`config.mk`:
```
export PLATFORM = sky130hd
export DESIGN_NAME = polyev_cell
export DESIGN_NICKNAME = d
export VERILOG_FILES = /design/src/rtl/core/polyev_pkg.sv /design/src/rtl/core/polyev_cell.sv
export SDC_FILE = /design/constraint.sdc
export NUM_CORES = 2
export LEC_CHECK = 0
export BUFFER_PORTS_ARGS = -buffer_cell sky130_fd_sc_hd__buf_2
export CELL_PAD_IN_SITES_DETAIL_PLACEMENT = 1
export CELL_PAD_IN_SITES_GLOBAL_PLACEMENT = 2
export CORE_ASPECT_RATIO = 1.1
export CORE_MARGIN = 2
export CORE_UTILIZATION = 30
export DETAILED_ROUTE_END_ITERATION = 10
export GPL_ROUTABILITY_DRIVEN = 0
export HOLD_SLACK_MARGIN = 0.03
export PLACE_DENSITY_LB_ADDON = 0.3
export SLEW_MARGIN = 15
export SYNTH_ARGS = -nofsm -noshare
export SYNTH_HDL_FRONTEND = slang
export SYNTH_SLANG_ARGS = --single-unit
```
`constraint.sdc`:
```
create_clock -name i_clk -period 10.2 [get_ports i_clk]
set_input_delay 0.51 -clock i_clk [delete_from_list [all_inputs] [get_ports i_clk]]
set_output_delay 0.51 -clock i_clk [all_outputs]
set_load 0.1 [all_outputs]
```
`src/rtl/core/polyev_pkg.sv`:
```
// shared types and constants for the polynomial evaluator
package polyev_pkg;

    localparam int DATA_W = 32;
    localparam int CNT_W  = 3;
    localparam int IDX_W  = 3;

    localparam int MAX_TERMS_DEF = 5;
    localparam int FRAC_BITS_DEF = 16;

    // evaluation modes
    localparam logic MODE_COEF = 1'b0;
    localparam logic MODE_ROOT = 1'b1;

    // configuration register indexes
    localparam logic [IDX_W-1:0] REG_EVAL_MODE  = 3'd0;
    localparam logic [IDX_W-1:0] REG_TERM_COUNT = 3'd1;
    localparam logic [IDX_W-1:0] REG_ROOT_GAIN  = 3'd2;
    localparam logic [IDX_W-1:0] REG_TERM_BASE  = 3'd3;

    // reset values
    localparam logic              EVAL_MODE_RST  = MODE_COEF;
    localparam logic [CNT_W-1:0]  TERM_COUNT_RST = 3'd1;
    localparam logic [DATA_W-1:0] ROOT_GAIN_RST  = 32'h0001_0000;

    localparam logic [DATA_W-1:0] SAT_MAX = 32'h7FFF_FFFF;
    localparam logic [DATA_W-1:0] SAT_MIN = 32'h8000_0000;

    // one item travelling down the cell row
    typedef struct packed {
        logic [DATA_W-1:0] x;
        logic [DATA_W-1:0] acc;
        logic              ovf;
        logic              bad;
    } t_item;

endpackage

```
`src/rtl/core/polyev_cell.sv`:
```
// one evaluation step: operand prep, multiply, round and saturate, then add in coefficient mode
module polyev_cell #(
    parameter int FRAC_BITS = polyev_pkg::FRAC_BITS_DEF
) (
    input  logic                          i_clk,
    input  logic                          i_rst_n,
    input  logic                          i_mode,
    input  logic                          i_active,
    input  logic [polyev_pkg::DATA_W-1:0] i_term,
    input  logic                          i_valid,
    input  polyev_pkg::t_item             i_item,
    output logic                          o_ready,
    output logic                          o_valid,
    output polyev_pkg::t_item             o_item,
    input  logic                          i_ready
);

    localparam logic signed [63:0] Q_MAX = 64'sd2147483647;
    localparam logic signed [63:0] Q_MIN = -64'sd2147483648;
    localparam logic signed [63:0] RND   = (64'sd1 <<< FRAC_BITS) - 64'sd1;

    logic r_va, r_vb, r_vc;
    logic w_acc_a, w_acc_b, w_acc_c;

    polyev_pkg::t_item n_a_item, r_a_item, r_b_item, n_c_item, r_c_item;
    logic [polyev_pkg::DATA_W-1:0] n_a_op, r_a_op, n_c_m, r_c_m;
    logic signed [63:0] r_b_prod;

    logic [32:0] w_diff;
    logic        w_diff_ovf;
    logic signed [31:0] w_op_s, w_acc_s;
    logic signed [63:0] w_prod, w_q;
    logic        w_root;

    logic [32:0] w_sum;
    logic        w_sum_ovf;
    logic [31:0] w_sum_sat;

    assign w_acc_c = !r_vc || i_ready;
    assign w_acc_b = !r_vb || w_acc_c;
    assign w_acc_a = !r_va || w_acc_b;
    assign o_ready = w_acc_a;
    assign o_valid = r_vc;

    assign w_root = (i_mode == polyev_pkg::MODE_ROOT) && i_active;

    // stage a: x - root with saturation in an active root-mode cell, x itself otherwise
    assign w_diff     = {i_item.x[31], i_item.x} - {i_term[31], i_term};
    assign w_diff_ovf = w_diff[32] != w_diff[31];

    always_comb begin
        n_a_item = i_item;
        n_a_op   = i_item.x;
        if (w_root) begin
            if (w_diff_ovf) begin
                n_a_op = w_diff[32] ? polyev_pkg::SAT_MIN : polyev_pkg::SAT_MAX;
            end else begin
                n_a_op = w_diff[31:0];
            end
            n_a_item.ovf = i_item.ovf | w_diff_ovf;
        end
    end

    // stage b: full product
    assign w_op_s  = r_a_op;
    assign w_acc_s = r_a_item.acc;
    assign w_prod  = w_op_s * w_acc_s;

    // stage c: scale with rounding toward zero, then saturate
    assign w_q = (r_b_prod + (r_b_prod[63] ? RND : 64'sd0)) >>> FRAC_BITS;

    always_comb begin
        n_c_item = r_b_item;
        if (w_q > Q_MAX) begin
            n_c_m        = polyev_pkg::SAT_MAX;
            n_c_item.ovf = r_b_item.ovf | i_active;
        end else if (w_q < Q_MIN) begin
            n_c_m        = polyev_pkg::SAT_MIN;
            n_c_item.ovf = r_b_item.ovf | i_active;
        end else begin
            n_c_m = w_q[31:0];
        end
    end

    // output: coefficient add in horner form in coefficient mode, scaled product alone in root mode
    assign w_sum     = {i_term[31], i_term} + {r_c_m[31], r_c_m};
    assign w_sum_ovf = w_sum[32] != w_sum[31];
    assign w_sum_sat = w_sum_ovf ? (w_sum[32] ? polyev_pkg::SAT_MIN : polyev_pkg::SAT_MAX)
                                 : w_sum[31:0];

    always_comb begin
        o_item = r_c_item;
        if (i_active) begin
            if (i_mode == polyev_pkg::MODE_COEF) begin
                o_item.acc = w_sum_sat;
                o_item.ovf = r_c_item.ovf | w_sum_ovf;
            end else begin
                o_item.acc = r_c_m;
            end
        end
    end

    always_ff @(posedge i_clk) begin
        if (!i_rst_n) begin
            r_va <= 1'b0;
            r_vb <= 1'b0;
            r_vc <= 1'b0;
        end else begin
            if (w_acc_a) begin
                r_va <= i_valid;
            end
            if (w_acc_b) begin
                r_vb <= r_va;
            end
            if (w_acc_c) begin
                r_vc <= r_vb;
            end
        end
    end

    always_ff @(posedge i_clk) begin
        if (w_acc_a) begin
            r_a_item <= n_a_item;
            r_a_op   <= n_a_op;
        end
        if (w_acc_b) begin
            r_b_item <= r_a_item;
            r_b_prod <= w_prod;
        end
        if (w_acc_c) begin
            r_c_item <= n_c_item;
            r_c_m    <= n_c_m;
        end
    end

endmodule

```
======== Word-level counts from Yosys, hierarchy flattened ========
Index checks and enable logic that the tools add are counted.
Widths: inputs -> output; s select.
storage, ports and cells
  input port bits ......................... 104
  register bits ........................... 329
  logic and storage cells ................. 49
operators by class
  equal/unequal tests ..................... 2
  reduce and logical (&&, ||, !) cells .... 7
  bitwise gates (word level) .............. 3
  muxes and demuxes ....................... 13
  multiply operators ...................... 1
  $lt $le $gt $ge ......................... 2
  $add $sub $neg .......................... 3
operators with widths
  operator              number
  $mux 32               7
  $add 64x17->64        1
  $mul 32x32->64        1
  $gt 48x32->1 const B  1
  $lt 48x32->1 const B  1
  $add 32x32->33        1
  $mux 33               1
  $sub 32x32->33        1
  $mux 16               1
  $mux 1                4
  $logic_not 1->1       3
  $logic_or 1x1->1      3
  $or 1x1->1            3
  $ne 1x1->1            2
  $logic_and 1x1->1     1

======== Longest topological paths before layout ========
  depth after elaboration ................. 5
  mapped depth ............................ 29
  mapped depth without buffers ............ 28

======== Least setup slack after synthesis ========
OpenSTA, ideal clock, no wires.
  path kind ............................... register to register
  from .................................... reg r_a_item (netlist bit w_acc_s[2])
  to ...................................... reg r_b_prod[60] (data pin)
  cell stages (with the launch flop) ...... 24
  arrival time ............................ 7.663 ns
  setup slack ............................. 2.278 ns
  clock period less this slack ............ 7.922 ns
  library setup time ...................... 0.260 ns
  cells stage by stage .................... edfxtp_1 > clkbuf_1 > nand2_1 > inv_1 > fa_1 > fa_1 > fa_1 > fa_1 > fa_1 > fa_1 > fa_1 > fa_1 > ha_1 > a21o_1 > a21o_1 > a21o_1 > a21o_1 > a21o_1 > or3b_2 > o221ai_1 > o31a_1 > nand2b_1 > a221oi_2 > xnor2_1
on the way
  cells in the longest elaborated chain, start to end .. 1
RTL lines
  item                    line                text
  start, declared         polyev_cell.sv:25   polyev_pkg::t_item n_a_item, r_a_item, r_b_item, n_c_item, r_c_item;
  start signal, assigned  polyev_cell.sv:123  r_a_item <= n_a_item;
  $mul 32x32->64          polyev_cell.sv:67   assign w_prod = w_op_s * w_acc_s;
  net w_prod[60]          polyev_cell.sv:32   logic signed [63:0] w_prod, w_q;
  end signal, assigned    polyev_cell.sv:128  r_b_prod <= w_prod;
  end, declared           polyev_cell.sv:27   logic signed [63:0] r_b_prod;
The timed path passes the listed nets, and every way through them passes these cells.
A chain may end at the register's enable or synchronous reset.

======== Final worst setup path ========
  from .................................... reg r_a_item (netlist bit w_acc_s[3])
  to ...................................... reg r_b_prod[60] (data pin)
The elaborated chain is that of the path after synthesis.

==> run summary <==
status: finished clean
HPWL Detailed: 146000 µm
wire length per cell: 23.4 µm
CTS Root Cell: clkbuf_16
Synth warnings: 0
Worst Setup Start Kind: register
Initial Util: 0.302
first-iteration detailed-routing DRC count: 1658
relative slew slack: 0.202
crit path kind: reg -> reg
Die ar.: 177000 µm²
met1 GRT Util: 0.245
syn_nets: 6578
top cells by count, synth: fa_1, inv_1, nand2_1
synthesized area: 52200 µm²
Yosys top cell area share: 0.416
count leader, synth: fa_1
clock tree buffer depth: 3
Post-synth EDFFs: 326
Post-Synthesis Cells: 5127
Setup Skew: 0.0289 ns
FF+latch count, synth: 329
Post-CTS Resized: 0
FP Rows: 160
Area growth syn-to-layout: 8.76%
setup_tns: 0 ns
Hold Vio Cnt, Final: 0
Core ar.: 173000 µm²
largest cells by area after synthesis: fa_1, edfxtp_1, inv_1
most used cell, CP: fa_1
WP data arrival: 9.49 ns
IO Port Bufs: 171
cell accounting for the most synthesized area: fa_1
worst r2r src: w_acc_s[3]
R2R Setup Slk: 1.03 ns
via count: 35800
busiest grt layer: met2
Worst-path clk slew: 0.06 ns
initial antenna violation count: 12
maximum number of pins on one net before global-route repair: 75
total CTS buffers: 40
first-pass GRT wire length: 265000 µm
GRT met2 Usage: 0.375
fraction of registers with async set/reset: 0
GRT Resource Usage Total: 0.201
Routed Wire Length: 174000 µm
Seq/Total Area, Yosys: 0.189
Overflow after GRT: 0
clk_lat worst skew: 0.60 ns
worst-margin pin slew: 1.20 ns
GR Util met3: 0.0175
Mapped Avg Cell Area: 10.2 µm²
# Post-CTS Setup Buffers: 0
Max-cap violations: 0
CP top delay family: adder cells
drt first pass iters: 5
Min-Delay Path Depth: 1
CTS tree: yes
Setup-failing EPs final: 0
Crit Path Max Fanout: 21
period utilization: 0.899
Hold Crit Start: i_item[23]
Synth Flop Type: edfxtp_1
post-route ant nets: 0
H-Tree Depth: 2
Final min period: 9.17 ns
clk sinks: 329
R2R Path End: r_b_prod[60]
FMAX: 0.109 GHz
worst-case reg-to-reg path depth: 19
worst path cell trace: and2_1, fa_1, fa_1, fa_1, fa_1, inv_1, fa_1, inv_1, fa_1, fa_1, fa_1, ha_1, a21oi_1, or3b_2, o221ai_1, o31a_1, nand2b_1, a221oi_2, xnor2_1
I/O pin total: 172
Setup crit end kind: register
Final Net Count: 6613
RSZ-0062 raised after global routing: false
chip height: 441 µm
HP Class: in -> reg
DRC: 0
number of vias per cell: 4.80
DIE WIDTH: 402 µm
Critical Path Max Stage Delay: 1.04 ns
Hold-fix buffers, CTS: 0
Max Slew Vio Count: 0
Critical Path RT: 10.52 ns
share of cells above drive strength 1: 0.0713
CP max stage cell: edfxtp_1
Endpoint, Worst Hold: w_acc_s[21]
synth unique cells: 88
Buf+Inv Stages, Crit Path: 2
vias in the first global route: 41000
how the worst max path moves through the flow:
stage | from | end | slack, ns | depth (start not counted)
finish | w_acc_s[3] | r_b_prod[60] | 1.03 | 19
global route | w_acc_s[3] | r_b_prod[63] | 0.49 | 23
CTS | w_acc_s[3] | r_b_prod[60] | 0.93 | 19
detailed placement | w_acc_s[3] | r_b_prod[60] | 0.96 | 19
global placement | w_acc_s[3] | r_b_prod[60] | 1.05 | 19
floorplan | w_acc_s[2] | r_b_prod[60] | 2.28 | 23
flip-flops by register name (all words and copies together), names as in the netlist, 32 cells and up:
| name | count |
|---|---|
| r_a_item | 34 |
| o_item | 33 |
| r_a_op | 32 |
| w_acc_s | 32 |
| n_c_item | 65 |
| r_c_item | 33 |
| r_c_m | 32 |
| r_b_prod | 64 |
routing by layer:
layer / up-vias / wire [µm]
li1: 15800 / -
met1: 19200 / 71700
met5: - / 32
met4: 4 / 5430
met2: 651 / 92000
met3: 207 / 5190
stage by stage:
step	hold WS (ns)	instance area [µm²]	cells	setup slack, ns	utilization
2_1_floorplan	0.400	52200	5127	2.28	-
3_3_place_gp	0.401	55500	7388	1.05	0.321
3_5_place_dp	0.405	55500	7388	0.959	0.321
4_1_cts	0.0469	56800	7460	0.928	0.329
5_1_grt	0.0623	56800	7460	0.489	0.329
6_report	0.0986	56800	7462	1.03	0.329
layout make-up:
type / count / area, µm²
flip-flops and latches: 329 / 9850
diodes: 2 / 5.00
fillers: 19600 / 116000
inverters: 1013 / 3800
multi-input cells: 3510 / 37400
clock inverters: 22 / 224
clock buffers: 50 / 1060
well taps: 2268 / 2840
repair buffers: 268 / 1580
cells by family (layout without fill, tap and decap cells):
logic type               Yosys count  count (layout)  synth area share
AO/OA/AOI/OAI                    567             567            0.0715
XOR/XNOR                         158             158            0.0265
adder cells (fa/ha/maj)         1355            1355             0.480
buffers and inverters           1288            1353            0.0957
flip-flops                       329             329             0.189
multiplexers                       4               4          0.000839
other                              0               2                 0
AND/OR/NAND/NOR                 1426            1426             0.136
placed cells by master, fill, tap and decap left out, types with 9 or more instances in the layout:
master | synthesis | routed
edfxtp_1 | 326 | 326
nand4_1 | 18 | 18
nor3_1 | 23 | 23
and2_1 | 523 | 523
buf_4 | 35 | 97
clkbuf_16 | 0 | 41
a21oi_1 | 159 | 159
nor2_1 | 96 | 95
a31oi_1 | 18 | 18
o22ai_1 | 21 | 21
xnor2_1 | 100 | 100
and4_1 | 9 | 9
xor2_1 | 58 | 58
buf_2 | 4 | 171
nand3_1 | 39 | 38
a211oi_1 | 16 | 16
o21a_1 | 21 | 21
inv_1 | 1013 | 1012
nand2_1 | 615 | 613
nor2b_1 | 22 | 22
ha_1 | 263 | 263
fa_1 | 1084 | 1084
o21ai_0 | 131 | 131
a21o_1 | 69 | 69
and3_1 | 17 | 17
o21bai_1 | 24 | 24
nand2b_1 | 33 | 33
o2bb2ai_1 | 9 | 9
o31a_1 | 10 | 10
clkbuf_1 | 231 | 9
Power is left out: the tool's default activity adds up to more than one toggle a clock period on the data nets, which glitch-free logic cannot reach.
